$ cat config.mk
export PLATFORM = sky130hd
export DESIGN_NAME = lzss_cmd_fifo
export DESIGN_NICKNAME = d
export VERILOG_FILES = /design/src/sv/lzss_pkg.sv /design/src/sv/lzss_cmd_fifo.sv
export SDC_FILE = /design/constraint.sdc
export NUM_CORES = 1
export LEC_CHECK = 0
export BUFFER_PORTS_ARGS = -buffer_cell sky130_fd_sc_hd__buf_2
export CORE_ASPECT_RATIO = 1.25
export CORE_MARGIN = 2
export CORE_UTILIZATION = 59
export CTS_BUF_LIST = sky130_fd_sc_hd__clkbuf_8
export CTS_CLUSTER_DIAMETER = 60
export CTS_CLUSTER_SIZE = 28
export DETAILED_ROUTE_END_ITERATION = 16
export GPL_TIMING_DRIVEN = 0
export PLACE_DENSITY = 0.8
export SYNTH_ARGS = -nofsm -noshare
export SYNTH_HDL_FRONTEND = slang
export SYNTH_SLANG_ARGS = --single-unit
$ cat constraint.sdc
create_clock -name clk -period 2.6 [get_ports clk]
set_input_delay 0.52 -clock clk [delete_from_list [all_inputs] [get_ports clk]]
set_output_delay 0.52 -clock clk [all_outputs]
set_load 0.02 [all_outputs]
$ cat src/sv/lzss_pkg.sv
// ----------------------------------------------------------------------------
// lzss_pkg
// Shared types and constants of the LZSS block decompressor: stream and
// result payloads, the command passed from the parser to the copy engine.
// ----------------------------------------------------------------------------
package lzss_pkg;

  // History memory size is 2**HIST_BITS bytes (8 to 16)
  localparam int HIST_BITS  = 16;
  localparam int HIST_DEPTH = 1 << HIST_BITS;

  // Command queue between parser and copy engine
  localparam int CMD_DEPTH = 4;
  localparam int CMD_PTR_W = $clog2(CMD_DEPTH);
  localparam int CMD_CNT_W = $clog2(CMD_DEPTH + 1);

  typedef struct packed {
    logic [7:0] in_byte;
    logic       in_last;
  } in_t;

  typedef struct packed {
    logic [7:0] out_byte_a;
    logic [7:0] out_byte_b;
    logic [7:0] out_byte_c;
    logic [7:0] out_byte_d;
    logic [2:0] out_count;
    logic       out_final;
  } out_t;

  typedef enum logic {
    CMD_LITERAL = 1'b0,
    CMD_COPY    = 1'b1
  } cmd_kind_t;

  // Literal: data is the byte. Copy: data is the byte count (nonzero).
  typedef struct packed {
    cmd_kind_t              kind;
    logic [7:0]             data;
    logic [HIST_BITS-1:0]   addr;
  } cmd_t;

endpackage

$ cat src/sv/lzss_cmd_fifo.sv
// ----------------------------------------------------------------------------
// lzss_cmd_fifo
// Short command queue that decouples the parser from the copy engine.
// ----------------------------------------------------------------------------
module lzss_cmd_fifo (
  input  logic                clk,
  input  logic                rst,
  input  logic                push,
  input  lzss_pkg::cmd_t      wdata,
  output logic                full,
  input  logic                pop,
  output logic                nonempty,
  output lzss_pkg::cmd_t      rdata
);

  lzss_pkg::cmd_t                    entries [lzss_pkg::CMD_DEPTH];
  logic [lzss_pkg::CMD_PTR_W-1:0]    wr_ptr;
  logic [lzss_pkg::CMD_PTR_W-1:0]    rd_ptr;
  logic [lzss_pkg::CMD_CNT_W-1:0]    count;
  logic                              do_push;
  logic                              do_pop;

  assign full     = (count == lzss_pkg::CMD_CNT_W'(lzss_pkg::CMD_DEPTH));
  assign nonempty = (count != '0);
  assign rdata    = entries[rd_ptr];
  assign do_push  = push && !full;
  assign do_pop   = pop && nonempty;

  // Store pushed commands
  always_ff @(posedge clk) begin
    if (do_push) begin
      entries[wr_ptr] <= wdata;
    end
  end

  // Track pointers and fill level
  always_ff @(posedge clk) begin
    if (rst) begin
      wr_ptr <= '0;
      rd_ptr <= '0;
      count  <= '0;
    end else begin
      if (do_push) begin
        wr_ptr <= wr_ptr + 1'b1;
      end
      if (do_pop) begin
        rd_ptr <= rd_ptr + 1'b1;
      end
      if (do_push && !do_pop) begin
        count <= count + 1'b1;
      end else if (do_pop && !do_push) begin
        count <= count - 1'b1;
      end
    end
  end

endmodule

### Yosys cells after proc, flatten, opt, wreduce, memory -nomap -nowiden

Memories as Yosys holds them, arrays and structs flattened. A register that Yosys moved wholly into a read port is not among the register bits.
Index checks and enable logic that the tools add are counted.

| storage, ports and cells | value |
|---|---|
| register bits | 7 |
| memory bits (writable) | 100 |
| bits of input ports | 29 |
| logic and storage cells | 24 |
| memories | 1 |

Memory list:

| name | depth | bits a word | rd ports | clocked after Yosys merged registers in | wr ports | line | source |
|---|---|---|---|---|---|---|---|
| entries | 4 | 25 | 1 | 1 | 1 | lzss_cmd_fifo.sv:16 | `lzss_pkg::cmd_t entries [lzss_pkg::CMD_DEPTH];` |

| cells by class | value |
|---|---|
| add/subtract/negate cells | 4 |
| eq/ne operators | 1 |
| multiplexer cells | 6 |
| reduce and logical (&&, ||, !) cells | 9 |

Operator list:

| kind | number |
|---|---|
| 3-bit 2-to-1 mux | 2 |
| 2-bit by 1-bit adder with 2-bit output, second input constant | 2 |
| 1-bit logical AND | 4 |
| 2-bit 2-to-1 mux | 2 |
| 3-bit by 1-bit adder with 3-bit output, second input constant | 1 |
| 3-bit equality test, second input constant | 1 |
| 1-bit logical NOT | 3 |
| 3-bit nonzero test | 1 |
| 3-bit by 1-bit subtractor with 3-bit output, second input constant | 1 |
| 1-bit 2-to-1 mux | 2 |
| 2-bit nonzero test | 1 |

### Logic depth before layout (Yosys ltp)

Gate-level depths: netlist (run 1).

| logic depth | value |
|---|---|
| depth in word-level cells | 7 |
| depth in mapped cells | 8 |
| depth with buffers taken out | 8 |

### Worst setup path before layout (run 1)

OpenSTA, ideal clock, no wires.

| timing path | value |
|---|---|
| path type | reg2reg |
| start | register count[0] in the netlist's numbering |
| end | register count[2] in the netlist's numbering |
| library setup time | 70 ps |
| data arrival time | 2013 ps |
| required time | 2530 ps |
| setup slack | 517 ps |
| stages on the path, launching flop included | 9 |
| cells stage by stage | dfxtp_1 -> nor3b_2 -> nor2_1 -> ha_1 -> inv_1 -> fa_1 -> xor2_1 -> or3_1 -> a21oi_1 |

| on the way | value |
|---|---|
| longest elaborated chain between the ends | 6 |

Ends and longest elaborated chain:

| element | line | source |
|---|---|---|
| start: declaration | lzss_cmd_fifo.sv:19 | `logic [lzss_pkg::CMD_CNT_W-1:0] count;` |
| start signal: assignment | lzss_cmd_fifo.sv:50 | `count <= count + 1'b1;` |
| start signal: assignment | lzss_cmd_fifo.sv:52 | `count <= count - 1'b1;` |
| 3-bit equality test (*) | lzss_cmd_fifo.sv:23 | `assign full = (count == lzss_pkg::CMD_CNT_W'(lzss_pkg::CMD_DEPTH));` |
| via full | lzss_cmd_fifo.sv:10 | `output logic full,` |
| 1-bit logical NOT (*) | lzss_cmd_fifo.sv:26 | `assign do_push = push && !full;` |
| 1-bit logical AND (*) | lzss_cmd_fifo.sv:26 |  |
| via do_push | lzss_cmd_fifo.sv:20 | `logic do_push;` |
| 1-bit logical NOT | lzss_cmd_fifo.sv:51 | `end else if (do_pop && !do_push) begin` |
| 1-bit logical AND | lzss_cmd_fifo.sv:51 |  |
| 2-bit nonzero test (no line) | - |  |

Mark *: on every way through the listed nets, which the timed path passes. The rest lies on a longest branch. The select of a mux whose other input is x is not followed.
A chain may end at the register's enable or synchronous reset.

### Final worst setup path (run 1)

| timing path | value |
|---|---|
| start | register count[0] in the netlist's numbering |
| end | memory entries[2][3] in the netlist's numbering (enable) |

| on the way | value |
|---|---|
| longest elaborated chain between the ends | 5 |

Ends and longest elaborated chain:

| element | line | source |
|---|---|---|
| 3-bit equality test | lzss_cmd_fifo.sv:23 |  |
| 1-bit logical NOT | lzss_cmd_fifo.sv:26 |  |
| 1-bit logical AND | lzss_cmd_fifo.sv:26 |  |
| via do_push | lzss_cmd_fifo.sv:20 |  |
| 1-bit 2-to-1 mux | lzss_cmd_fifo.sv:31 | `if (do_push) begin` |
| 1-bit 2-to-1 mux (not written as such) | lzss_cmd_fifo.sv:32 | `entries[wr_ptr] <= wdata;` |
| end: declaration | lzss_cmd_fifo.sv:16 |  |

The timed path passes the listed nets, and every way through them passes these cells.

==> out/metrics.yaml, run 1 <==
global_route:
  antenna_found_initial: 0
  grt_pass1_vias: 1921
  overflow: 0
  track_usage_pct: 17.9
  grt_max_degree: 26
  grt_pass1_wl_um: 9860
drt:
  met3_length_um: 257
  dr.max_layer_used: "met4"
  drt_first_pass_iters: 4
  wl_met1_um: 2480
  dr.first_iter.drc_count: 125
  drc: 0
  dr_total_vias: 1879
  wl_um: 6300
  viasPerCell: 5.54
  wl_per_cell_um: 18.6
  ant_nets: 0
  routed-wl-met2_um: 3470
timing:
  whs_ns: 0.379
  min_period_ns: 2.37
  setup_ws_ns: 0.230
  hold_viol_final: 0
  period_share_pct: 91.1
  clock_skew_ns: 0.00880
  timing.slew.headroom_pct: 14.5
  fmax_mhz: 422
  tns_ns: 0
  rsz0062_at_grt: "false"
  worstMarginPinSlew_ns: 1.28
  setup_viol: 0
  maxSlewViolCount: 0
floorplan:
  die-area_um2: 7670
  die_h_um: 97.4
  rows: 34
  die_w_um: 78.7
  io_pins: 56
  core-area_um2: 6850
  initial_core_util_pct: 60.2
min_path:
  hold_class: "input port to flop"
synthesis:
  syn_inst: 179
  synth_nets: 214
  synth_area_um2: 4120
  synth_seq_area_share_pct: 77.3
  ys_warn_count: 0
  ys_types: 23
  ys_ff_latch: 109
  postSynthAreaPerCell_um2: 23.0
cts:
  clk_root_buffer_cell: "clkbuf_8"
  htree_levels: 3
  path_clk_slew_ns: 0.09
  clk_path_buf_depth: 2
  cts_resized: 0
  postCtsSetupBuffers: 0
  hold_buffers: 0
  cts_tree: "done"
  clk_latency_ns: 0.35
  clock-sinks: 109
  cts_buffers: 9
place:
  port_buffers: 54
  post-place-ws_ns: 0.101
  gp_congestion: 0.668
  place_hpwl_um: 4070
finish:
  fillers: 446
  diodes: 0
  final_util_pct: 68.1
  final_nets: 279
  area_growth_syn_to_layout_pct: 13.3
  layout-drive-gt1-share_pct: 39.0
power:
  peakVddDrop_uv: 535
  power_density_nw_per_um2: 921
  cellLeakagePower_nw: 1.62
job:
  cap_violations: 0
critical_path:
  arrival_ns: 2.34
  worstSetupEndpointType: "flop"
  cp_max_fo: 25
  crit_required_ns: 2.57
  crit_type: "flop to flop"
  start_kind: "flop"
status:
  status: "finished, final reports clean"
==> final cells by class <==
class,instances,area (µm²),area share [%]
plain buffers,7,70.1,1.50
clock buffers,9,124,2.65
clock inverters,7,37.5,0.804
inverters,4,15.0,0.322
multi-input cells,59,855,18.3
flip-flops and latches,109,3180,68.2
well taps,90,113,2.41
repair buffers,54,270,5.79
==> per-layer routing <==
layer  vias up  track usage [%]
met5         -                0
met1       961             21.3
met3         7             4.46
li1        867                -
met2        44             31.3
met4         0             6.48
==> synth_stat cells <==
| cell | instances | area (µm²) |
|---|---|---|
| mux2i_1 | 2 | 20.0 |
| clkbuf_1 | 1 | 3.75 |
| mux4_1 | 5 | 131 |
| nand2b_1 | 2 | 12.5 |
| xor2_1 | 4 | 35.0 |
| o311ai_0 | 1 | 8.76 |
| buf_2 | 2 | 10.0 |
| clkbuf_2 | 1 | 5.00 |
| nor2_1 | 6 | 22.5 |
| inv_1 | 4 | 15.0 |
| or3_1 | 3 | 18.8 |
| o31ai_2 | 1 | 12.5 |
| dfxtp_1 | 9 | 180 |
| edfxtp_1 | 100 | 3000 |
| ha_1 | 5 | 62.6 |
| mux4_2 | 20 | 450 |
| buf_12 | 2 | 40.0 |
| fa_1 | 1 | 20.0 |
| nor3b_2 | 1 | 12.5 |
| and2_1 | 4 | 25.0 |
| buf_6 | 1 | 11.3 |
| o21ai_0 | 2 | 10.0 |
| a21oi_1 | 2 | 10.0 |
==> registers in the layout (all words and copies together), names as in the netlist, named ones only <==
register / flops
entries: 100
count: 3
rd_ptr: 2
wr_ptr: 2
==> logic make-up after synthesis <==
logic type | share of synthesized area (%)
buffers and inverters | 2.06
adder cells (fa/ha/maj) | 2.00
XOR/XNOR | 0.850
AND/OR/NAND/NOR | 2.22
flip-flops | 77.3
AO/OA/AOI/OAI | 1.00
multiplexers | 14.6
==> power by group <==
part	leakage (nW)	internal, W	switching (W)	total [W]
logic	0.539	0.000578	0.000689	0.00127
clock network	0.0928	0.000337	0.000506	0.000842
registers	0.990	0.00211	0.0000739	0.00219
total	1.62	0.00303	0.00127	0.00430
==> path summary, 6_finish.rpt <==
path	start	to	slack, ns	cells after the start
hold reg to reg	wr_ptr[1]	wr_ptr[1]	0.52	2
setup / recovery	count[0]	entries[2][3]	0.23	3
setup reg to reg	count[0]	entries[2][3]	0.23	3
hold / removal	wdata[19]	entries[1][19]	0.38	1
==> layout by cell type, fill, tap and decap left out, types with 2 or more instances in the layout <==
cell type / netlist / routed
and2_1: 4 / 2
nor2_1: 6 / 6
clkinv_2: 0 / 2
buf_2: 2 / 56
ha_1: 5 / 5
or3_1: 3 / 3
mux4_2: 20 / 20
dfxtp_1: 9 / 9
edfxtp_1: 100 / 100
xor2_1: 4 / 4
inv_1: 4 / 7
o21ai_0: 2 / 2
clkbuf_8: 0 / 9
nand2b_1: 2 / 2
buf_12: 2 / 2
and2_2: 0 / 2
mux4_1: 5 / 5
a21oi_1: 2 / 2
mux2i_1: 2 / 2
==> per-stage QoR <==
stage | instances | cell area, µm² | total power, W
3_5_place_dp | 323 | 4500 | 0.00352
6_report | 339 | 4670 | 0.00430
3_3_place_gp | 323 | 4500 | 0.00349
2_1_floorplan | 179 | 4120 | 0.00316
4_1_cts | 339 | 4660 | 0.00435
5_1_grt | 339 | 4670 | 0.00448
==> worst max-delay path: stages (launching register included) <==
cell and delay [ns]:
dfxtp_1 0.49, nor3b_2 0.11, nor2_1 0.33, and2_1 1.05
No activity file was read; power rests on OpenSTA's default activity.
==> run 2: changes to the inputs <==
Settings changed: CORE_UTILIZATION 59 to 53, PLACE_DENSITY 0.8 to 0.76.
Clock period 2.6 ns to 1.9 ns, I/O delays scaled along.
==> run 2 against run 1 <==
The run now ends with negative setup slack left. Global-route usage shrank 2.0 points. Cell area grew 6.3%. Sequential power is 37% higher. Register-to-register slack worse by 0.23 ns. Clock skew grew 0.0051 ns. Critical path depth grew 1. Setup slack got worse by 0.37 ns. Sequential share of layout area fell by 3.8 points. Worst hold slack got worse by 0.15 ns. Wire length up 2.3%. Critical endpoint is now rdata[3]. Largest cell class unchanged.
==> out/metrics.yaml, run 2 (synthesis gave the netlist of run 1 again) <==
floorplan:
  die_w_um: 82.9  # was 78.7 µm
  initial_core_util_pct: 55.3  # was 60.2%
  rows: 35  # was 34
  io_pins: 56  # unchanged
  die_h_um: 103  # was 97.4 µm
  die-area_um2: 8500  # was 7670 µm²
  core-area_um2: 7440  # was 6850 µm²
drt:
  ant_nets: 0  # unchanged
  viasPerCell: 5.37  # was 5.54
  wl_um: 6450  # was 6300 µm
  drt_first_pass_iters: 4  # unchanged
  wl_per_cell_um: 18.5  # was 18.6 µm
  drc: 0  # unchanged
  dr_total_vias: 1875  # was 1,879
  dr.first_iter.drc_count: 91  # was 125
timing:
  setup_viol: 25  # was 0
  rsz0062_at_grt: "true"  # was false
  maxSlewViolCount: 0  # unchanged
  hold_viol_final: 0  # unchanged
  whs_ns: 0.233  # was 0.379 ns
  min_period_ns: 2.04
  fmax_mhz: 491
  tns_ns: -2.98  # was 0 ns
  setup_ws_ns: -0.137  # was 0.230 ns
  worstMarginPinSlew_ns: 0.674  # was 1.28 ns
  period_share_pct: 107
  timing.slew.headroom_pct: 55.1  # was 14.5%
  clock_skew_ns: 0.0139  # was 0.00880 ns
place:
  place_hpwl_um: 3960  # was 4070 µm
  placed_cells: 325  # was 323
  dpl-instance-area_um2: 4520  # was 4500 µm²
  gp_congestion: 0.655  # was 0.668
  port_buffers: 54  # unchanged
power:
  cellLeakagePower_nw: 1.72  # was 1.62 nW
  pwr-share-clk_pct: 19.6  # about the same
  p_comb_share_pct: 34.5  # was 29.5%
  peakVddDrop_uv: 827  # was 535 µV
  power_density_nw_per_um2: 1320  # was 921 nW/µm²
  p_int_w: 0.00471  # was 0.00303 W
  switchingPower_w: 0.00185  # was 0.00127 W
  p_sw_share_pct: 28.2  # was 29.5%
  power_w: 0.00656  # was 0.00430 W
  p_seq_share_pct: 45.9  # was 50.9%
cts:
  hold_buffers: 0  # unchanged
  htree_levels: 3  # unchanged
  cts_buffers: 9  # unchanged
  clk_latency_ns: 0.36  # was 0.35 ns
  clk_path_buf_depth: 2  # unchanged
  cts_tree: "done"  # unchanged
  clock-sinks: 109  # unchanged
  clk_root_buffer_cell: "clkbuf_8"  # unchanged
  path_clk_slew_ns: 0.10  # was 0.09 ns
finish:
  final_cell_count_no_fill: 349  # was 339
  multi_input_comb_area_um2: 873  # was 855 µm²
  finish.instance_area_um2: 4960  # was 4670 µm²
  final_nets: 287  # was 279
  largest_register_ffs: 100  # unchanged
  layout-drive-gt1-share_pct: 46.3  # was 39.0%
  largest_registers: "entries x100, count x3"  # unchanged
  fillers: 478  # was 446
  diodes: 0  # unchanged
  final_cell_mix: "100 x edfxtp_1, 35 x buf_2, 24 x mux4_2"  # was 100 x edfxtp_1, 56 x buf_2, 20 x mux4_2
  area_growth_syn_to_layout_pct: 20.4  # was 13.3%
  top_register: "entries"  # unchanged
  final_common_cell: "edfxtp_1"  # unchanged
  regArea_um2: 3190  # was 3180 µm²
global_route:
  overflow: 0  # unchanged
  grt_pass1_vias: 1975  # was 1,921
  grt_pass1_wl_um: 9970  # was 9860 µm
  antenna_found_initial: 0  # unchanged
  grt_max_degree: 26  # unchanged
  track_usage_pct: 15.8  # was 17.9%
critical_path:
  start_kind: "flop"  # unchanged
  crit_required_ns: 1.52  # was 2.57 ns
  arrival_ns: 1.66  # was 2.34 ns
  r2r_slack_ns: 0  # was 0.23 ns
  crit_type: "flop to output pin"  # was flop to flop
  worstSetupEndpointType: "output pin"  # was flop
  cp_max_fo: 7  # was 25
job:
  cap_violations: 0  # unchanged
status:
  status: "finished, violations left"  # was finished, final reports clean
  violations: "negative setup slack"
min_path:
  hold_class: "input port to flop"  # unchanged
==> run 2: changes by cell type in the layout (fill, tap and decap cells not counted), moves of 2 or more <==
| cell | delta |
|---|---|
| and2_2 | +2 |
| buf_2 | -21 |
| mux4_1 | -4 |
| inv_1 | -2 |
| dfxtp_4 | +2 |
| and2_1 | -2 |
| clkbuf_16 | +2 |
| buf_4 | +7 |
| buf_6 | +18 |
| dfxtp_2 | +2 |
| clkinv_1 | +2 |
| buf_12 | +2 |
| dfxtp_1 | -4 |
| mux4_2 | +4 |
==> run 2: metal layers <==
| metal | GRT usage, % | share of wire, % | wire (µm) | up-vias |
|---|---|---|---|---|
| met3 | 3.36 | 3.9 | 254 | 11 |
| met2 | 26.4 | 50 | 3210 | 50 |
| met4 | 9.08 | 2.3 | 150 | 0 |
| met5 | 0 | 0 | 0 | - |
| li1 | - | - | - | 877 |
| met1 | 19.6 | 44 | 2840 | 937 |
==> run 2: per-stage QoR <==
step | utilization [%] | worst slack [ns]
6_report | 66.6 | -0.137
5_1_grt | 66.6 | -0.194
4_1_cts | 64.2 | -0.249
3_5_place_dp | 60.8 | -0.337
3_3_place_gp | 60.8 | -0.353
2_1_floorplan | - | 0.0141
==> run 2: power by group through the flow <==
stage,sequential [W],combinational [W],clock (W)
after floorplan,0.00303,0.00131,0
after global placement,0.00305,0.00176,0
after detailed placement,0.00306,0.00177,0
after CTS,0.00301,0.00190,0.00132
after global routing,0.00304,0.00242,0.00141
final,0.00301,0.00227,0.00128
==> run 2: cell type report <==
class                           instances  share of cell area (%)
Clock buffer                            9                    2.50
Multi-Input combinational cell         59                    17.6
Buffer                                  7                    1.69
Tap cell                               92                    2.32
Inverter                                4                   0.303
Timing Repair Buffer                   62                    10.0
Sequential cell                       109                    64.4
Clock inverter                          7                    1.19
==> run 2: worst paths after layout <==
path	from	to	depth (start not counted)
worst max register to register	count[1]	count[2]	7
worst min-delay path	wdata[18]	entries[1][18]	1
worst min register to register	wr_ptr[1]	wr_ptr[1]	2
worst max-delay path	flop	rdata[3]	4
==> run 2: repair_timing <==
action / in CTS / in global routing
buffers inserted: 4 / 2
gates resized for setup: 15 / 44
gates cloned: 0 / 2
setup endpoints to repair: 126 / 26
pin swaps: 3 / 2
==> run 2: critical path: stages (launching register included) <==
cell,delay (ns)
dfxtp_2,0.35
buf_12,0.14
clkbuf_16,0.16
mux4_2,0.50
buf_6,0.15
==> run 3: changes to the inputs <==
Settings changed: REMOVE_ABC_BUFFERS set to 1.
==> run 3 against run 2 <==
The run still ends with negative setup slack left. Register-to-register slack barely moved. Cell count decreased by 1.4%. Worst hold slack worse by 0.0074 ns. Clock power is 6% higher. Largest power group unchanged.
==> out/metrics.yaml, run 3 (synthesis gave the netlist of run 1 again) <==
status:
  status: "finished, violations left"  # unchanged
  violations: "negative setup slack"  # unchanged
critical_path:
  crit_required_ns: 1.52  # about the same
  path_delay_family: "multiplexers"  # unchanged
  start_kind: "flop"  # unchanged
  arrival_ns: 1.67  # was 1.66 ns
  cp_max_fo: 6  # was 7
  crit_path_max_incr_delay_ns: 0.52  # was 0.50 ns
  slowest_stage: "mux4_2"  # unchanged
  cp_cell_sequence: "clkbuf_16, mux4_2, buf_6"  # was buf_12, clkbuf_16, mux4_2, buf_6
  crit_type: "flop to output pin"  # unchanged
  worstSetupEndpointType: "output pin"  # unchanged
  critical_path_buf_inv_count: 2  # was 3
drt:
  wl_um: 6420  # was 6450 µm
  dr_total_vias: 1884  # was 1,875
  dr.first_iter.drc_count: 131  # was 91
  viasPerCell: 5.48  # was 5.37
  drt_first_pass_iters: 4  # unchanged
  wl_per_cell_um: 18.7  # was 18.5 µm
  ant_nets: 0  # unchanged
  drc: 0  # unchanged
cts:
  clk_latency_ns: 0.36  # about the same
  cts_buffers: 9  # unchanged
  clk_path_buf_depth: 2  # unchanged
  path_clk_slew_ns: 0.10  # about the same
  cts_tree: "done"  # unchanged
  clock-sinks: 109  # unchanged
  clk_root_buffer_cell: "clkbuf_8"  # unchanged
  htree_levels: 3  # unchanged
timing:
  rsz0062_at_grt: "true"  # unchanged
  min_period_ns: 2.05  # was 2.04 ns
  setup_viol: 26  # was 25
  hold_viol_final: 0  # unchanged
  period_share_pct: 108  # was 107%
  maxSlewViolCount: 0  # unchanged
  worstMarginPinSlew_ns: 0.690  # was 0.674 ns
  tns_ns: -2.86  # was -2.98 ns
  fmax_mhz: 487  # was 491 MHz
  setup_ws_ns: -0.152  # was -0.137 ns
  timing.slew.headroom_pct: 54.0  # was 55.1%
  clock_skew_ns: 0.00973  # was 0.0139 ns
  whs_ns: 0.226  # was 0.233 ns
finish:
  final_common_cell: "edfxtp_1"  # unchanged
  largest_registers: "entries x100, count x3"  # unchanged
  area_growth_syn_to_layout_pct: 20.4  # about the same
  final_cell_count_no_fill: 344  # was 349
  largest_register_ffs: 100  # unchanged
  final_nets: 282  # was 287
  diodes: 0  # unchanged
  final_cell_mix: "100 x edfxtp_1, 30 x buf_2, 25 x mux4_2, 25 x buf_6, 9 x clkbuf_8"  # was 100 x edfxtp_1, 35 x buf_2, 24 x mux4_2
  top_register: "entries"  # unchanged
  layout-drive-gt1-share_pct: 47.6  # was 46.3%
floorplan:
  rows: 35  # unchanged
  die-area_um2: 8500  # unchanged
  die_w_um: 82.9  # unchanged
  die_h_um: 103  # unchanged
  core-area_um2: 7440  # unchanged
  io_pins: 56  # unchanged
  initial_core_util_pct: 55.3  # unchanged
global_route:
  overflow: 0  # unchanged
  grt_pass1_vias: 1934  # was 1,975
  antenna_found_initial: 0  # unchanged
  grt_max_degree: 26  # unchanged
  grt_pass1_wl_um: 9720  # was 9970 µm
  track_usage_pct: 15.6  # was 15.8%
job:
  cap_violations: 0  # unchanged
power:
  power_density_nw_per_um2: 1340  # was 1320 nW/µm²
  cellLeakagePower_nw: 1.70  # was 1.72 nW
  peakVddDrop_uv: 919  # was 827 µV
place:
  place_hpwl_um: 3600  # was 3960 µm
  gp_congestion: 0.723  # was 0.655
  port_buffers: 55  # was 54
  placed_cells: 319  # was 325
min_path:
  hold_class: "input port to flop"  # unchanged
run 3: cell types whose count changed in the layout (fill, tap and decap cells not counted), moves of 2 or more:
cell      previous run  this run
buf_12               4         1
buf_2               35        30
buf_4                7         5
buf_6               19        25
clkinv_1             2         0
dfxtp_2              2         0
dfxtp_4              2         5
run 3: area by class of cell:
| class | count | area [µm²] |
|---|---|---|
| inverter | 4 | 15.0 |
| clock buffer | 9 | 124 |
| multi-input combinational | 59 | 865 |
| tap | 92 | 115 |
| sequential | 109 | 3200 |
| timing repair buffer | 64 | 567 |
| fill | 493 | 2480 |
| clock inverter | 7 | 75.1 |
run 3: per-layer routing:
layer / up-vias / share of wire, % / global-route usage (%) / wire (µm)
met1: 958 / 39 / 18.5 / 2520
li1: 869 / - / - / -
met4: 0 / 2.3 / 7.69 / 150
met5: - / 0 / 0 / 0
met2: 46 / 54 / 27.0 / 3480
met3: 11 / 4.3 / 4.24 / 274
run 3: final timing paths:
path              slack (ns)      start            end  depth (start not counted)
setup / recovery       -0.15       flop      rdata[23]                          3
hold / removal          0.23   wdata[1]  entries[1][1]                          1
setup reg to reg       -0.01   count[2]       count[2]                          7
hold reg to reg         0.52  wr_ptr[1]      wr_ptr[1]                          2
run 3: what timing repair did:
| item | CTS | global route |
|---|---|---|
| setup endpoints to repair | 127 | 26 |
| hold buffers | 0 | 0 |
| pin swaps | 3 | 3 |
| cloned | 0 | 2 |
| setup buffers | 5 | 2 |
| gates resized for setup | 24 | 51 |
run 3: where the power goes:
group	internal, W	switching [W]	leakage [nW]
logic	0.00122	0.000983	0.606
registers	0.00291	0.000182	0.994
clock network	0.000616	0.000742	0.103
total	0.00474	0.00191	1.70
run 3: through the flow:
step                area [µm²]  utilization, %  power [W]  worst slack [ns]
floorplan                 4050               -    0.00420            -0.406
global placement          4440            59.6    0.00466            -0.867
detailed placement        4440            59.7    0.00468            -0.528
CTS                       4770            64.1    0.00626            -0.149
global route              4960            66.7    0.00695            -0.209
finish                    4960            66.7    0.00665            -0.152
