[src/sv/lzss_pkg.sv]
// ----------------------------------------------------------------------------
// lzss_pkg
// Shared types and constants of the LZSS block decompressor: stream and
// result payloads, the command passed from the parser to the copy engine.
// ----------------------------------------------------------------------------
package lzss_pkg;

  // History memory size is 2**HIST_BITS bytes (8 to 16)
  localparam int HIST_BITS  = 16;
  localparam int HIST_DEPTH = 1 << HIST_BITS;

  // Command queue between parser and copy engine
  localparam int CMD_DEPTH = 4;
  localparam int CMD_PTR_W = $clog2(CMD_DEPTH);
  localparam int CMD_CNT_W = $clog2(CMD_DEPTH + 1);

  typedef struct packed {
    logic [7:0] in_byte;
    logic       in_last;
  } in_t;

  typedef struct packed {
    logic [7:0] out_byte_a;
    logic [7:0] out_byte_b;
    logic [7:0] out_byte_c;
    logic [7:0] out_byte_d;
    logic [2:0] out_count;
    logic       out_final;
  } out_t;

  typedef enum logic {
    CMD_LITERAL = 1'b0,
    CMD_COPY    = 1'b1
  } cmd_kind_t;

  // Literal: data is the byte. Copy: data is the byte count (nonzero).
  typedef struct packed {
    cmd_kind_t              kind;
    logic [7:0]             data;
    logic [HIST_BITS-1:0]   addr;
  } cmd_t;

endpackage

[src/sv/lzss_front.sv]
// ----------------------------------------------------------------------------
// lzss_front
// Stream parser: walks count, literal, address and length bytes of each
// block and pushes literal and copy commands into the command queue.
// ----------------------------------------------------------------------------
module lzss_front (
  input  logic                clk,
  input  logic                rst,
  input  logic                in_valid,
  output logic                in_ready,
  input  lzss_pkg::in_t       in_data,
  input  logic                cmd_full,
  input  logic                clear_busy,
  output logic                cmd_push,
  output lzss_pkg::cmd_t      cmd_wdata
);

  typedef enum logic [2:0] {
    PH_COUNT   = 3'd0,
    PH_FIRST   = 3'd1,
    PH_GROUP   = 3'd2,
    PH_ADDR_HI = 3'd3,
    PH_ADDR_LO = 3'd4,
    PH_LEN     = 3'd5
  } phase_t;

  phase_t      phase, phase_next;
  logic [7:0]  groups_left, groups_left_next;
  logic [1:0]  byte_in_group, byte_in_group_next;
  logic [15:0] ref_address, ref_address_next;
  logic        accept;
  logic [7:0]  b;
  logic [1:0]  big_inc;
  logic [7:0]  copy_len;

  assign in_ready = !cmd_full && !clear_busy;
  assign accept   = in_valid && in_ready;
  assign b        = in_data.in_byte;
  assign big_inc  = byte_in_group + 2'd1;
  assign copy_len = b - 8'd1;

  // Classify the byte and work out the next parse position
  always_comb begin
    phase_next         = phase;
    groups_left_next   = groups_left;
    byte_in_group_next = byte_in_group;
    ref_address_next   = ref_address;
    cmd_push           = 1'b0;
    cmd_wdata.kind     = lzss_pkg::CMD_LITERAL;
    cmd_wdata.data     = b;
    cmd_wdata.addr     = ref_address[lzss_pkg::HIST_BITS-1:0];
    case (phase)
      PH_COUNT: begin
        groups_left_next   = (b > 8'd1) ? copy_len : 8'd0;
        byte_in_group_next = 2'd0;
        phase_next         = PH_FIRST;
      end
      PH_FIRST: begin
        cmd_push           = accept;
        byte_in_group_next = big_inc;
        if (big_inc >= 2'd2) begin
          byte_in_group_next = 2'd0;
          phase_next         = (groups_left != 8'd0) ? PH_GROUP : PH_ADDR_HI;
        end
      end
      PH_GROUP: begin
        cmd_push           = accept;
        byte_in_group_next = big_inc;
        if (big_inc >= 2'd3) begin
          byte_in_group_next = 2'd0;
          groups_left_next   = groups_left - 8'd1;
          if (groups_left == 8'd1) begin
            phase_next = PH_ADDR_HI;
          end
        end
      end
      PH_ADDR_HI: begin
        ref_address_next = {b, 8'd0};
        phase_next       = PH_ADDR_LO;
      end
      PH_ADDR_LO: begin
        ref_address_next = {ref_address[15:8], b};
        phase_next       = PH_LEN;
      end
      PH_LEN: begin
        // A length byte of one copies nothing
        cmd_push       = accept && (copy_len != 8'd0);
        cmd_wdata.kind = lzss_pkg::CMD_COPY;
        cmd_wdata.data = copy_len;
        phase_next     = PH_COUNT;
      end
      default: begin
        phase_next = PH_COUNT;
      end
    endcase
    // Drop an unfinished block at the end of the stream
    if (in_data.in_last) begin
      phase_next         = PH_COUNT;
      groups_left_next   = 8'd0;
      byte_in_group_next = 2'd0;
    end
  end

  // Advance parse state on each accepted transaction
  always_ff @(posedge clk) begin
    if (rst) begin
      phase         <= PH_COUNT;
      groups_left   <= 8'd0;
      byte_in_group <= 2'd0;
      ref_address   <= 16'd0;
    end else if (accept) begin
      phase         <= phase_next;
      groups_left   <= groups_left_next;
      byte_in_group <= byte_in_group_next;
      ref_address   <= ref_address_next;
    end
  end

endmodule

[config.mk]
export PLATFORM = sky130hd
export DESIGN_NAME = lzss_front
export DESIGN_NICKNAME = d
export VERILOG_FILES = /design/src/sv/lzss_pkg.sv /design/src/sv/lzss_front.sv
export SDC_FILE = /design/constraint.sdc
export NUM_CORES = 1
export LEC_CHECK = 0
export BUFFER_PORTS_ARGS = -buffer_cell sky130_fd_sc_hd__buf_2
export CAP_MARGIN = 20
export CORE_ASPECT_RATIO = 0.8
export CORE_MARGIN = 10
export CORE_UTILIZATION = 58
export DETAILED_ROUTE_END_ITERATION = 10
export GPL_ROUTABILITY_DRIVEN = 0
export HOLD_SLACK_MARGIN = 0.15
export PLACE_DENSITY = 0.9
export SLEW_MARGIN = 0
export SYNTH_ARGS = -nofsm -noshare
export SYNTH_HDL_FRONTEND = slang
export SYNTH_SLANG_ARGS = --single-unit
export TNS_END_PERCENT = 5
[constraint.sdc]
create_clock -name clk -period 3.59 [get_ports clk]
set_clock_uncertainty 0.05 [all_clocks]
set_input_delay 0.718 -clock clk [delete_from_list [all_inputs] [get_ports clk]]
set_output_delay 0.718 -clock clk [all_outputs]
set_load 0.005 [all_outputs]
Word level (Yosys, flattened, before mapping)
Index checks and enable logic that the tools add are counted.
W data, S select, Z words.

operators by class
  equal/unequal tests = 9
  muxes and demuxes = 17
  reductions and logical operators = 17
  $add $sub $neg = 3
  bitwise gates (word level) = 1
  magnitude comparators = 3

operator list
  cell                   count
  $pmux W16 S2           1
  $mux W8                3
  $pmux W8 S2            1
  $reduce_bool A8 Y1     2
  $sub A8 B1 Y8 const B  2
  $pmux W3 S5            1
  $mux W3                4
  $mux W9                1
  $ne A3 B3 Y1 const B   3
  $eq A8 B1 Y1 const B   1
  $gt A8 B1 Y1 const B   1
  $eq A3 B2 Y1 const B   2
  $eq A3 B3 Y1 const B   2
  $mux W2                3
  $pmux W2 S3            1
  $reduce_and A3 Y1      2
  $ge A2 B2 Y1 const B   2
  $reduce_and A2 Y1      2
  $reduce_and A4 Y1      1
  $reduce_bool A4 Y1     1
  $eq A3 B1 Y1 const B   1
  $logic_and A1 B1 Y1    3
  $logic_not A3 Y1       1
  $reduce_bool A3 Y1     1
  other kinds (7)        8

storage, ports and cells
  word-level logic and storage cells = 55
  flip-flop bits (word level) = 29

Longest topological paths before layout
Gate-level depths: netlist of run 1.

  depth after elaboration = 5
  depth in mapped cells = 7

Least setup slack after synthesis of run 1
OpenSTA, ideal clock, no wires.

  path kind = input to output
  from = in in_data[1] (netlist name)
  to = out cmd_push
  arrival = 2001 ps
  cell stages on the path = 7
  slack = 821 ps
  data required time = 2822 ps
  cells stage by stage = inv_1 > ha_1 > or3b_2 > a21oi_1 > nor3_1 > o2111ai_1 > and3_1

between the ends
  longest elaborated chain between the ends = 4

RTL lines
  element              RTL line          RTL
  start, declared      lzss_front.sv:11  input lzss_pkg::in_t in_data,
  $sub A8 B1 Y8        lzss_front.sv:40  assign copy_len = b - 8'd1;
  $reduce_bool A8 Y1   lzss_front.sv:87  cmd_push = accept && (copy_len != 8'd0);
  $logic_and A1 B1 Y1  lzss_front.sv:87
  $pmux W1 S2          lzss_front.sv:52  case (phase)
  end, declared        lzss_front.sv:14  output logic cmd_push,

Every way passes these cells.

Worst setup path after layout of run 1
Ends and elaborated chain as after synthesis.

==> results of run 1 <==
## metal layers
layer  up-vias  global-route usage [%]
met5         -                       0
met4         0                   4.717
met3         7                   5.378
met2        88                   23.37
met1       842                   22.43
li1        904                       -
## logic make-up (layout without fill, tap and decap cells)
| family | Yosys count | in the layout | synth area share, % |
|---|---|---|---|
| AOI/OAI and AO/OA | 48 | 48 | 17.06 |
| xor gates and xnor gates | 16 | 16 | 7.522 |
| adders and majority gates | 10 | 10 | 6.716 |
| buffers and inverters | 24 | 57 | 5.910 |
| DFF | 29 | 29 | 31.16 |
| muxes | 4 | 4 | 2.283 |
| and+or+nand+nor | 108 | 108 | 29.35 |
## per-stage QoR
stage	setup WS, ns	std cells	hold slack [ns]	power (µW)
after CTS	0.4520	312	0.4022	773.9
final	0.4544	312	0.4007	771.3
after global placement	0.5125	304	0.3866	419.0
after floorplan	0.8207	239	0.3983	397.4
after detailed placement	0.4591	304	0.3931	420.7
after global routing	0.3312	312	0.4258	795.5
## critical path, cell delays in order
cell and delay [ns]:
buf_2 0.14, inv_1 0.11, ha_1 0.24, or3b_2 0.47
a21oi_1 0.19, nor3_1 0.06, o2111ai_1 0.17, and3_1 0.16
buf_2 0.11
## power breakdown
group | total (µW) | switching (µW) | internal (µW)
Combinational | 87.2 | 52.7 | 34.5
Clock | 356 | 130 | 225
Sequential | 328 | 4.09 | 324
Total | 771 | 187 | 584
## worst max path at each step
stage	to	slack, ns	depth (start not counted)
after global placement	cmd_push	0.51	9
after CTS	cmd_push	0.45	9
after detailed placement	cmd_push	0.46	9
after floorplan	cmd_push	0.82	7
final	cmd_push	0.45	9
after global routing	cmd_push	0.33	9
## cell usage in the layout, fill, tap and decap left out, drive strengths merged
cell type and n:
a21oi 17, a22oi 11, nor3 13, and3b 1, o22ai 5, a32o 1, mux2i 2, xnor2 10
nand4 3, nand3b 1, nor3b 2, or2 1, or3b 2, and4 2, buf 40, xor2 6
and2 2, and3 1, a22o 2, nor2b 2, dfxtp 29, or3 1, inv 9, o21ai 5
clkbuf 6, nand3 9, ha 10, o31ai 1, nand2 27, o2111ai 1, nor4 3, clkinvlp 1
nand2b 4, bufinv 1, mux2 2, a221o 2, a221oi 1, or4 3, a21o 2, nor2 31
## layout make-up
class                   count  area [µm²]  share of cell area [%]
clock buffers               6       82.58                   3.828
clock inverters             2       37.54                   1.740
inverters                   9       33.78                   1.566
multi-input cells         186        1172                   54.35
flip-flops and latches     29       580.6                   26.91
well taps                  40       50.05                   2.320
repair buffers             40       200.2                   9.281
## sequential cells by signal, summed over array words and instances (netlist names)
name / count
ref_address: 16
phase: 3
groups_left: 8
byte_in_group: 2
## synthesized netlist by cell type (2+ instances only)
master and instances:
nor2_1 31, a21o_1 2, inv_1 9, buf_1 2, or4_1 2, nor2b_1 2
buf_6 2, o21ai_1 2, dfxtp_1 29, nand3_1 9, o22ai_1 5, buf_2 3
ha_1 10, a221o_1 2, o21ai_0 3, nor4_1 2, a22oi_1 11, and2_1 2
a21oi_1 17, nand2_1 27, xnor2_1 10, mux2i_1 2, nor3_1 13, nand4_1 3
nand2b_1 4, xor2_1 6, and4_1 2, clkbuf_1 7, a22o_1 2
==> qor.csv, run 1 <==
stage,metric,value,unit
clocking,CTS Buffer Depth,2,
final_layout,share of layout cells above drive strength 1,20.22,%
detailed_routing,total wire length,4881,µm
timing,final setup violation count,0,
global_route,first-pass GRT wire length,8204,µm
detailed_routing,ANT nets after route,0,
logic_synthesis,Seq cells post-synth,29,
timing,Tmin final,3.136,ns
detailed_routing,routed len/inst,15.64,µm
final_layout,final core utilization,69.91,%
detailed_routing,DR vias/cell,5.901,
logic_synthesis,Mapped Cells,239,
clocking,Root Driver,clkbuf_8,
detailed_routing,initial DRC count,199,
logic_synthesis,"Top FF cell, synth",dfxtp_1,
global_route,initial antenna violation count,0,
flow_run,max-cap viol count,0,
timing,TNS Setup,0,ns
timing,Slew @ Worst Pin,0.8530,ns
placement,DP Area,0.002037,mm²
timing,fmax,318.9,MHz
outcome,outcome,"finished, final reports clean",
logic_synthesis,Post-synth EDFFs,0,
clocking,H-tree depth,2,
clocking,CTS hold repair buffers,0,
global_route,largest net degree at the start of global routing,28,
worst_setup_path,Reg-to-Reg End,phase[2],
hold_path,worst hold path class,reg -> reg,
clocking,Skew-Pair Late Insertion Delay,0.28,ns
logic_synthesis,Synth top area share,31.16,%
worst_setup_path,r2r worst-path depth,5,
logic_synthesis,"area leader, netlist",dfxtp_1,
detailed_routing,met2 WL,2103,µm
floorplanning,Std-Cell Core Area,0.003085,mm²
clocking,CTS Sinks,29,
logic_synthesis,sequential element share of the synthesized area,31.16,%
worst_setup_path,WP data required,2.82,ns
final_layout,Fillers,244,
timing,Slew Limit Fails,0,
floorplanning,die footprint,0.005893,mm²
power,Cell Pwr Density,357.5,mW/mm²
placement,PortBufs,40,
logic_synthesis,post-synth cell types,47,
clocking,post-CTS repair timing setup buffer count,0,
clocking,clk slew on worst S/H paths,0.07,ns
detailed_routing,top layer in use,met4,
worst_setup_path,CP max FO,7,
detailed_routing,Via Count,1841,
floorplanning,I/O pin cnt,41,
logic_synthesis,"Net Count, Synth",263,
global_route,vias in the first global route,1702,
logic_synthesis,Synth area leaders,"dfxtp_1 31%, ha_1 6.7%, nor2_1 6.2%",
floorplanning,row count,18,
timing,Final period util,87.34,%
logic_synthesis,Syn. warnings,0,
global_route,Congestion Overflow GR,0,
clocking,CTS tree,built,
clocking,post-cts repair resize count,0,
floorplanning,Die Span Y,70.69,µm
hold_path,Hold Path Sink,ref_address[13],
power,Worst VDD drop,0.3115,mV
clocking,CTS buffer count,5,
worst_setup_path,CP Class,in -> out,
final_layout,Post-layout nets,295,
worst_setup_path,Critical path origin,in_data[1],
timing,relative slew slack,42.69,%
logic_synthesis,Async SR Flop Fraction,0,%
detailed_routing,met3 WL post-DR,468,µm
logic_synthesis,Mapped Area,0.001863,mm²
floorplanning,initial core utilization,60.38,%
logic_synthesis,Syn Area/Cell,7.795,µm²
placement,DP HPWL,3666,µm
detailed_routing,first-pass iteration count of the detailed router,5,
worst_setup_path,startpoint types,input pin,
detailed_routing,residual DRC count,0,
hold_path,Worst Hold Launch,ref_address[13],
final_layout,Syn-to-layout area delta,15.78,%
worst_setup_path,flop2flop setup slack,1.46,ns
hold_path,Hold Crit Depth,2,
global_route,gr usage total,16.30,%
floorplanning,Die Wd,83.37,µm
timing,final hold vios,0,
power,leakage,0.0008992,µW
final_layout,final instance area,0.002157,mm²
worst_setup_path,Crit Reg-Reg Startpoint,phase[2],
detailed_routing,wl on met1,2262,µm
timing,RSZ-0062 raised after global routing,false,
worst_setup_path,Critical Path End Type,primary output,
worst_setup_path,CP Data Arrival Time,2.37,ns
final_layout,n_diodes,0,
(Power assumes the default switching activity.)
==> run 2, diff against run 1 <==
--- a/config.mk
+++ b/config.mk
@@ -11,7 +11,6 @@
 export CORE_MARGIN = 10
 export CORE_UTILIZATION = 58
 export DETAILED_ROUTE_END_ITERATION = 10
-export GPL_ROUTABILITY_DRIVEN = 0
 export HOLD_SLACK_MARGIN = 0.15
 export PLACE_DENSITY = 0.9
 export SLEW_MARGIN = 0
==> constraint.sdc (replaced) <==
create_clock -name clk -period 3.59 [get_ports clk]
set_clock_uncertainty 0.05 [all_clocks]
set_input_delay 1.077 -clock clk [delete_from_list [all_inputs] [get_ports clk]]
set_output_delay 1.077 -clock clk [all_outputs]
set_load 0.005 [all_outputs]
==> qor.csv, run 2 (synthesis gave the netlist of run 1 again) <==
stage,metric,value,unit
global_route,first-pass GRT wire length,8604,µm
final_layout,"most common cell after layout, fill and taps aside",buf_2,
power,Sw Pwr,187.7,µW
flow_run,max-cap viol count,0,
final_layout,share of layout cells above drive strength 1,24.91,%
clocking,Skew-Pair Late Insertion Delay,0.28,ns
clocking,H-tree depth,2,
global_route,initial antenna violation count,0,
power,Reg power frac,42.1,%
placement,Setup WS pre-CTS,-0.1150,ns
worst_setup_path,WP data required,2.46,ns
timing,fin worst setup slack,-0.01388,ns
global_route,vias in the first global route,1782,
detailed_routing,first-pass iteration count of the detailed router,4,
outcome,outcome,finished with violations,
clocking,CTS tree,built,
final_layout,FF/Latch Area,580.6,µm²
clocking,CTS buffer count,5,
power,leakage,0.0009617,µW
power,Worst VDD drop,0.2733,mV
worst_setup_path,CP Class,in -> out,
timing,Final period util,100.4,%
final_layout,final instance area,0.002267,mm²
clocking,post-CTS repair timing setup buffer count,0,
detailed_routing,Via Count,1917,
global_route,largest net degree at the start of global routing,28,
power,sw frac,24.07,%
detailed_routing,DR vias/cell,5.898,
clocking,CTS hold repair buffers,0,
detailed_routing,ANT nets after route,0,
final_layout,final core utilization,73.48,%
timing,RSZ-0062 raised after global routing,true,
floorplanning,die footprint,0.005893,mm²
placement,PortBufs,40,
timing,final setup violation count,1,
clocking,Root Driver,clkbuf_8,
worst_setup_path,Crit Reg-Reg Startpoint,phase[2],
final_layout,most frequent cells in the layout,"40 x buf_2, 31 x nor2_1, 29 x dfxtp_1, 27 x nand2_1, 16 x a21oi_1",
placement,placed insts,317,
worst_setup_path,r2r worst-path depth,6,
final_layout,Syn-to-layout area delta,21.69,%
worst_setup_path,CP Capture Point,cmd_push,
worst_setup_path,flop2flop setup slack,1.57,ns
floorplanning,Die Wd,83.37,µm
timing,Slew Limit Fails,0,
detailed_routing,met2 WL,2319,µm
power,Cell Pwr Density,343.9,mW/mm²
clocking,CTS Sinks,29,
detailed_routing,top layer in use,met4,
floorplanning,row count,18,
power,Int Pwr,592.1,µW
clocking,CTS Buffer Depth,2,
worst_setup_path,CP Data Arrival Time,2.48,ns
final_layout,Post-layout nets,308,
timing,Slew @ Worst Pin,0.9605,ns
placement,DP HPWL,3752,µm
floorplanning,Die Span Y,70.69,µm
final_layout,n_diodes,0,
final_layout,multi-input logic area,0.001181,mm²
final_layout,max reg flops,16,
placement,GP Congestion,0.8480,
final_layout,Finished Layout Cells,325,
detailed_routing,initial DRC count,235,
timing,Tmin final,3.604,ns
worst_setup_path,Critical path origin,in_data[2],
floorplanning,initial core utilization,60.38,%
timing,relative slew slack,35.48,%
floorplanning,I/O pin cnt,41,
clocking,clk slew on worst S/H paths,0.06,ns
detailed_routing,total wire length,5224,µm
global_route,gr usage total,17.26,%
detailed_routing,wl on met1,2287,µm
worst_setup_path,Critical Path End Type,primary output,
worst_setup_path,startpoint types,input pin,
final_layout,Fillers,219,
outcome,failing checks,negative setup slack,
timing,fmax,277.5,MHz
placement,DP Area,0.002135,mm²
detailed_routing,routed len/inst,16.07,µm
global_route,Congestion Overflow GR,0,
worst_setup_path,Reg-to-Reg End,phase[2],
detailed_routing,residual DRC count,0,
hold_path,worst hold path class,reg -> reg,
worst_setup_path,CP max FO,5,
final_layout,top flop regs,"ref_address x16, groups_left x8, phase x3",
power,Clk pwr share,45.2,%
final_layout,largest reg by FF count,ref_address,
detailed_routing,met3 WL post-DR,553,µm
floorplanning,Std-Cell Core Area,0.003085,mm²
timing,final hold vios,0,
power,Comb power frac,12.7,%
[run 2: cell count changes in the layout (fill, tap and decap cells not counted)]
cell	before	now
or3b_2	1	0
inv_2	0	1
a21oi_2	0	1
a21oi_1	17	16
or3b_4	0	1
ha_1	10	9
inv_1	9	8
ha_2	0	1
buf_6	0	1
buf_4	0	12
[run 2: cell type report]
type | count | area share [%]
multi-input cells | 186 | 52.10
flip-flops and latches | 29 | 25.61
repair buffers | 53 | 13.30
clock buffers | 6 | 3.642
well taps | 40 | 2.208
clock inverters | 2 | 1.656
inverters | 9 | 1.490
[run 2: layer usage]
layer | track usage (%) | vias up
li1 | - | 927
met1 | 21.63 | 886
met2 | 26.54 | 96
met3 | 6.865 | 8
met4 | 5.283 | 0
met5 | 0 | -
[run 2: how the worst min path moves through the flow]
stage,from,end,depth (start not counted),slack [ns]
floorplan,ref_address[8],ref_address[8],2,0.40
global placement,ref_address[10],ref_address[10],2,0.39
detailed placement,ref_address[11],ref_address[11],2,0.39
CTS,ref_address[11],ref_address[11],2,0.40
global route,ref_address[10],ref_address[10],2,0.43
finish,ref_address[11],ref_address[11],2,0.40
[run 2: timing repair]
item	4_1_cts	5_1_grt
endpoints found under the hold margin	0	0
resized for setup	4	1
pin swaps	3	2
setup endpoints to repair	1	3
[run 2: power by group through the flow]
stage | clock network, µW | registers, µW | logic, µW
CTS | 355 | 328 | 97.6
global placement | 0 | 335 | 93.1
finish | 352 | 329 | 98.9
global route | 372 | 329 | 109
floorplan | 0 | 334 | 63.8
detailed placement | 0 | 335 | 95.1
[run 2: critical path: stages]
cell and delay (ns):
buf_2 0.10, buf_4 0.14, or4_4 0.45, a21oi_2 0.16
nor3_1 0.06, o2111ai_1 0.18, and3_1 0.18, buf_2 0.11
[run 2: per-stage QoR]
stage | hold slack [ns] | power (µW) | TNS (ns)
floorplan | 0.3983 | 397.4 | 0
CTS | 0.4013 | 781.1 | -0.008775
finish | 0.3982 | 779.7 | -0.01388
global placement | 0.3865 | 428.3 | -0.07268
detailed placement | 0.3921 | 430.6 | -0.1150
global route | 0.4266 | 809.3 | -0.1300
==> run 3, diff against run 2 <==
--- a/config.mk
+++ b/config.mk
@@ -10,7 +10,9 @@
 export CORE_ASPECT_RATIO = 0.8
 export CORE_MARGIN = 10
 export CORE_UTILIZATION = 58
+export CTS_CLUSTER_SIZE = 40
 export DETAILED_ROUTE_END_ITERATION = 10
+export GPL_TIMING_DRIVEN = 0
 export HOLD_SLACK_MARGIN = 0.15
 export PLACE_DENSITY = 0.9
 export SLEW_MARGIN = 0
==> qor.csv, run 3 (synthesis gave the netlist of run 1 again) <==
stage,metric,value,unit
timing,TNS Setup,-0.06660,ns
detailed_routing,first-pass iteration count of the detailed router,8,
final_layout,share of layout cells above drive strength 1,24.31,%
final_layout,"most common cell after layout, fill and taps aside",buf_2,
global_route,M3 GR Usage,6.064,%
worst_setup_path,CP Data Arrival Time,2.52,ns
worst_setup_path,flop2flop setup slack,1.57,ns
floorplanning,Die Wd,83.37,µm
power,Sw Pwr,215.5,µW
placement,placed insts,311,
placement,DP HPWL,3737,µm
detailed_routing,ANT nets after route,0,
placement,PortBufs,32,
timing,relative slew slack,38.22,%
hold_path,Hold Path Sink,ref_address[11],
clocking,CTS hold repair buffers,0,
final_layout,largest reg by FF count,ref_address,
worst_setup_path,startpoint types,input pin,
clocking,clk slew on worst S/H paths,0.07,ns
placement,DP Area,0.002073,mm²
detailed_routing,initial DRC count,274,
global_route,gr usage total,18.80,%
clocking,CTS Buffer Depth,2,
worst_setup_path,CP Class,in -> out,
clocking,CTS buffer count,5,
clocking,CTS tree,built,
timing,Tmin final,3.644,ns
timing,fmax,274.4,MHz
worst_setup_path,Reg-to-Reg End,ref_address[14],
detailed_routing,Via Count,2083,
detailed_routing,routed len/inst,19.10,µm
clocking,CTS Sinks,29,
global_route,Congestion Overflow GR,0,
floorplanning,Die Span Y,70.69,µm
timing,Slew @ Worst Pin,0.9196,ns
floorplanning,row count,18,
final_layout,n_diodes,0,
placement,GP Congestion,0.8448,
worst_setup_path,Critical Path End Type,primary output,
final_layout,Finished Layout Cells,328,
final_layout,final instance area,0.002367,mm²
power,Worst VDD drop,0.2460,mV
floorplanning,Std-Cell Core Area,0.003085,mm²
worst_setup_path,Crit Reg-Reg Startpoint,phase[1],
outcome,outcome,finished with violations,
clocking,Root Driver,clkbuf_8,
final_layout,max reg flops,16,
final_layout,most frequent cells in the layout,"32 x buf_2, 30 x nor2_1, 29 x dfxtp_1, 27 x nand2_1, 16 x a21oi_1",
detailed_routing,DR vias/cell,6.351,
global_route,first-pass GRT wire length,9128,µm
final_layout,Fillers,194,
global_route,largest net degree at the start of global routing,11,
power,Cell Pwr Density,344.3,mW/mm²
timing,Final period util,101.5,%
timing,final hold vios,0,
timing,fin worst setup slack,-0.05416,ns
hold_path,Worst Hold Launch,ref_address[11],
timing,RSZ-0062 raised after global routing,true,
power,sw frac,26.44,%
worst_setup_path,CP max FO,6,
detailed_routing,residual DRC count,1,
global_route,initial antenna violation count,0,
power,Reg power frac,40.2,%
hold_path,worst hold path class,reg -> reg,
flow_run,max-cap viol count,0,
power,Int Pwr,599.5,µW
worst_setup_path,WP data required,2.46,ns
global_route,met1 Use GR,20.66,%
hold_path,Hold Crit Depth,2,
timing,Slew Limit Fails,0,
clocking,Skew-Pair Late Insertion Delay,0.29,ns
floorplanning,initial core utilization,60.38,%
global_route,GRT Max-Usage Layer,met2,
global_route,vias in the first global route,1918,
detailed_routing,total wire length,6266,µm
outcome,failing checks,"design-rule violations, negative setup slack",
timing,final setup violation count,2,
final_layout,Syn-to-layout area delta,27.07,%
clocking,H-tree depth,2,
power,leakage,0.0009738,µW
power,Clk pwr share,45.4,%
floorplanning,I/O pin cnt,41,
global_route,met2 GRT Util,30.99,%
placement,Setup WS pre-CTS,-0.3443,ns
final_layout,Post-layout nets,311,
power,Comb power frac,14.5,%
worst_setup_path,r2r worst-path depth,5,
power,total chip power,815.0,µW
floorplanning,die footprint,0.005893,mm²
final_layout,top flop regs,"ref_address x16, groups_left x8, phase x3",
==> run 3: cell types whose count changed in the layout (fill, tap and decap cells not counted), sizes merged <==
cell    previous run  this run
buf               53        48
clkbuf             6        14
clkinv             0         2
inv                9         7
==> run 3: through the flow <==
stage	hold slack, ns	utilization (%)
2_1_floorplan	0.3983	-
3_3_place_gp	0.3865	67.19
3_5_place_dp	0.3934	67.19
4_1_cts	0.4029	75.02
5_1_grt	0.4336	76.72
6_report	0.4000	76.72
==> run 3: timing repair <==
action                                  4_1_cts  5_1_grt
cloned                                        0        0
endpoints found under the setup margin        3        2
pin swaps                                     6        5
gates resized for setup                      20       11
setup buffers                                 9        1
==> run 3: layer usage <==
metal	part of all wire [%]	up-vias
li1	-	938
met1	39	923
met2	44	175
met3	12	47
met4	5.4	0
met5	0	-
==> run 3: worst max path at each step <==
| stage | startpoint | end | slack [ns] |
|---|---|---|---|
| after detailed placement | in_data[1] | cmd_push | -0.34 |
| after CTS | in_data[3] | cmd_push | -0.004 |
| after global placement | in_data[1] | cmd_push | -0.33 |
| after global routing | in_data[3] | cmd_wdata[23] | -0.07 |
| final | in_data[2] | cmd_push | -0.05 |
| after floorplan | in_data[1] | cmd_push | 0.10 |
==> run 3: critical path, cell delays in order <==
cell       delay, ns
buf_12          0.12
clkinv_8        0.04
ha_4            0.13
or3b_4          0.41
a21oi_4         0.17
nor3_2          0.05
o2111ai_1       0.20
and3_1          0.20
buf_2           0.12
==> run 3: power by group through the flow <==
stage	sequential (µW)	combinational [µW]	clock (µW)
floorplan	334	63.8	0
global placement	334	87.2	0
detailed placement	334	89.1	0
CTS	327	104	362
global route	327	124	385
finish	327	118	370
==> run 3: cell type report <==
class	count	area (µm²)	share of cell area, %
inverter	9	58.81	2.484
tap	40	50.05	2.114
buffer	14	81.33	3.436
clock buffer	6	82.58	3.488
sequential	29	580.6	24.52
clock inverter	2	37.54	1.586
timing repair buffer	42	265.3	11.21
multi-input combinational	186	1211	51.16
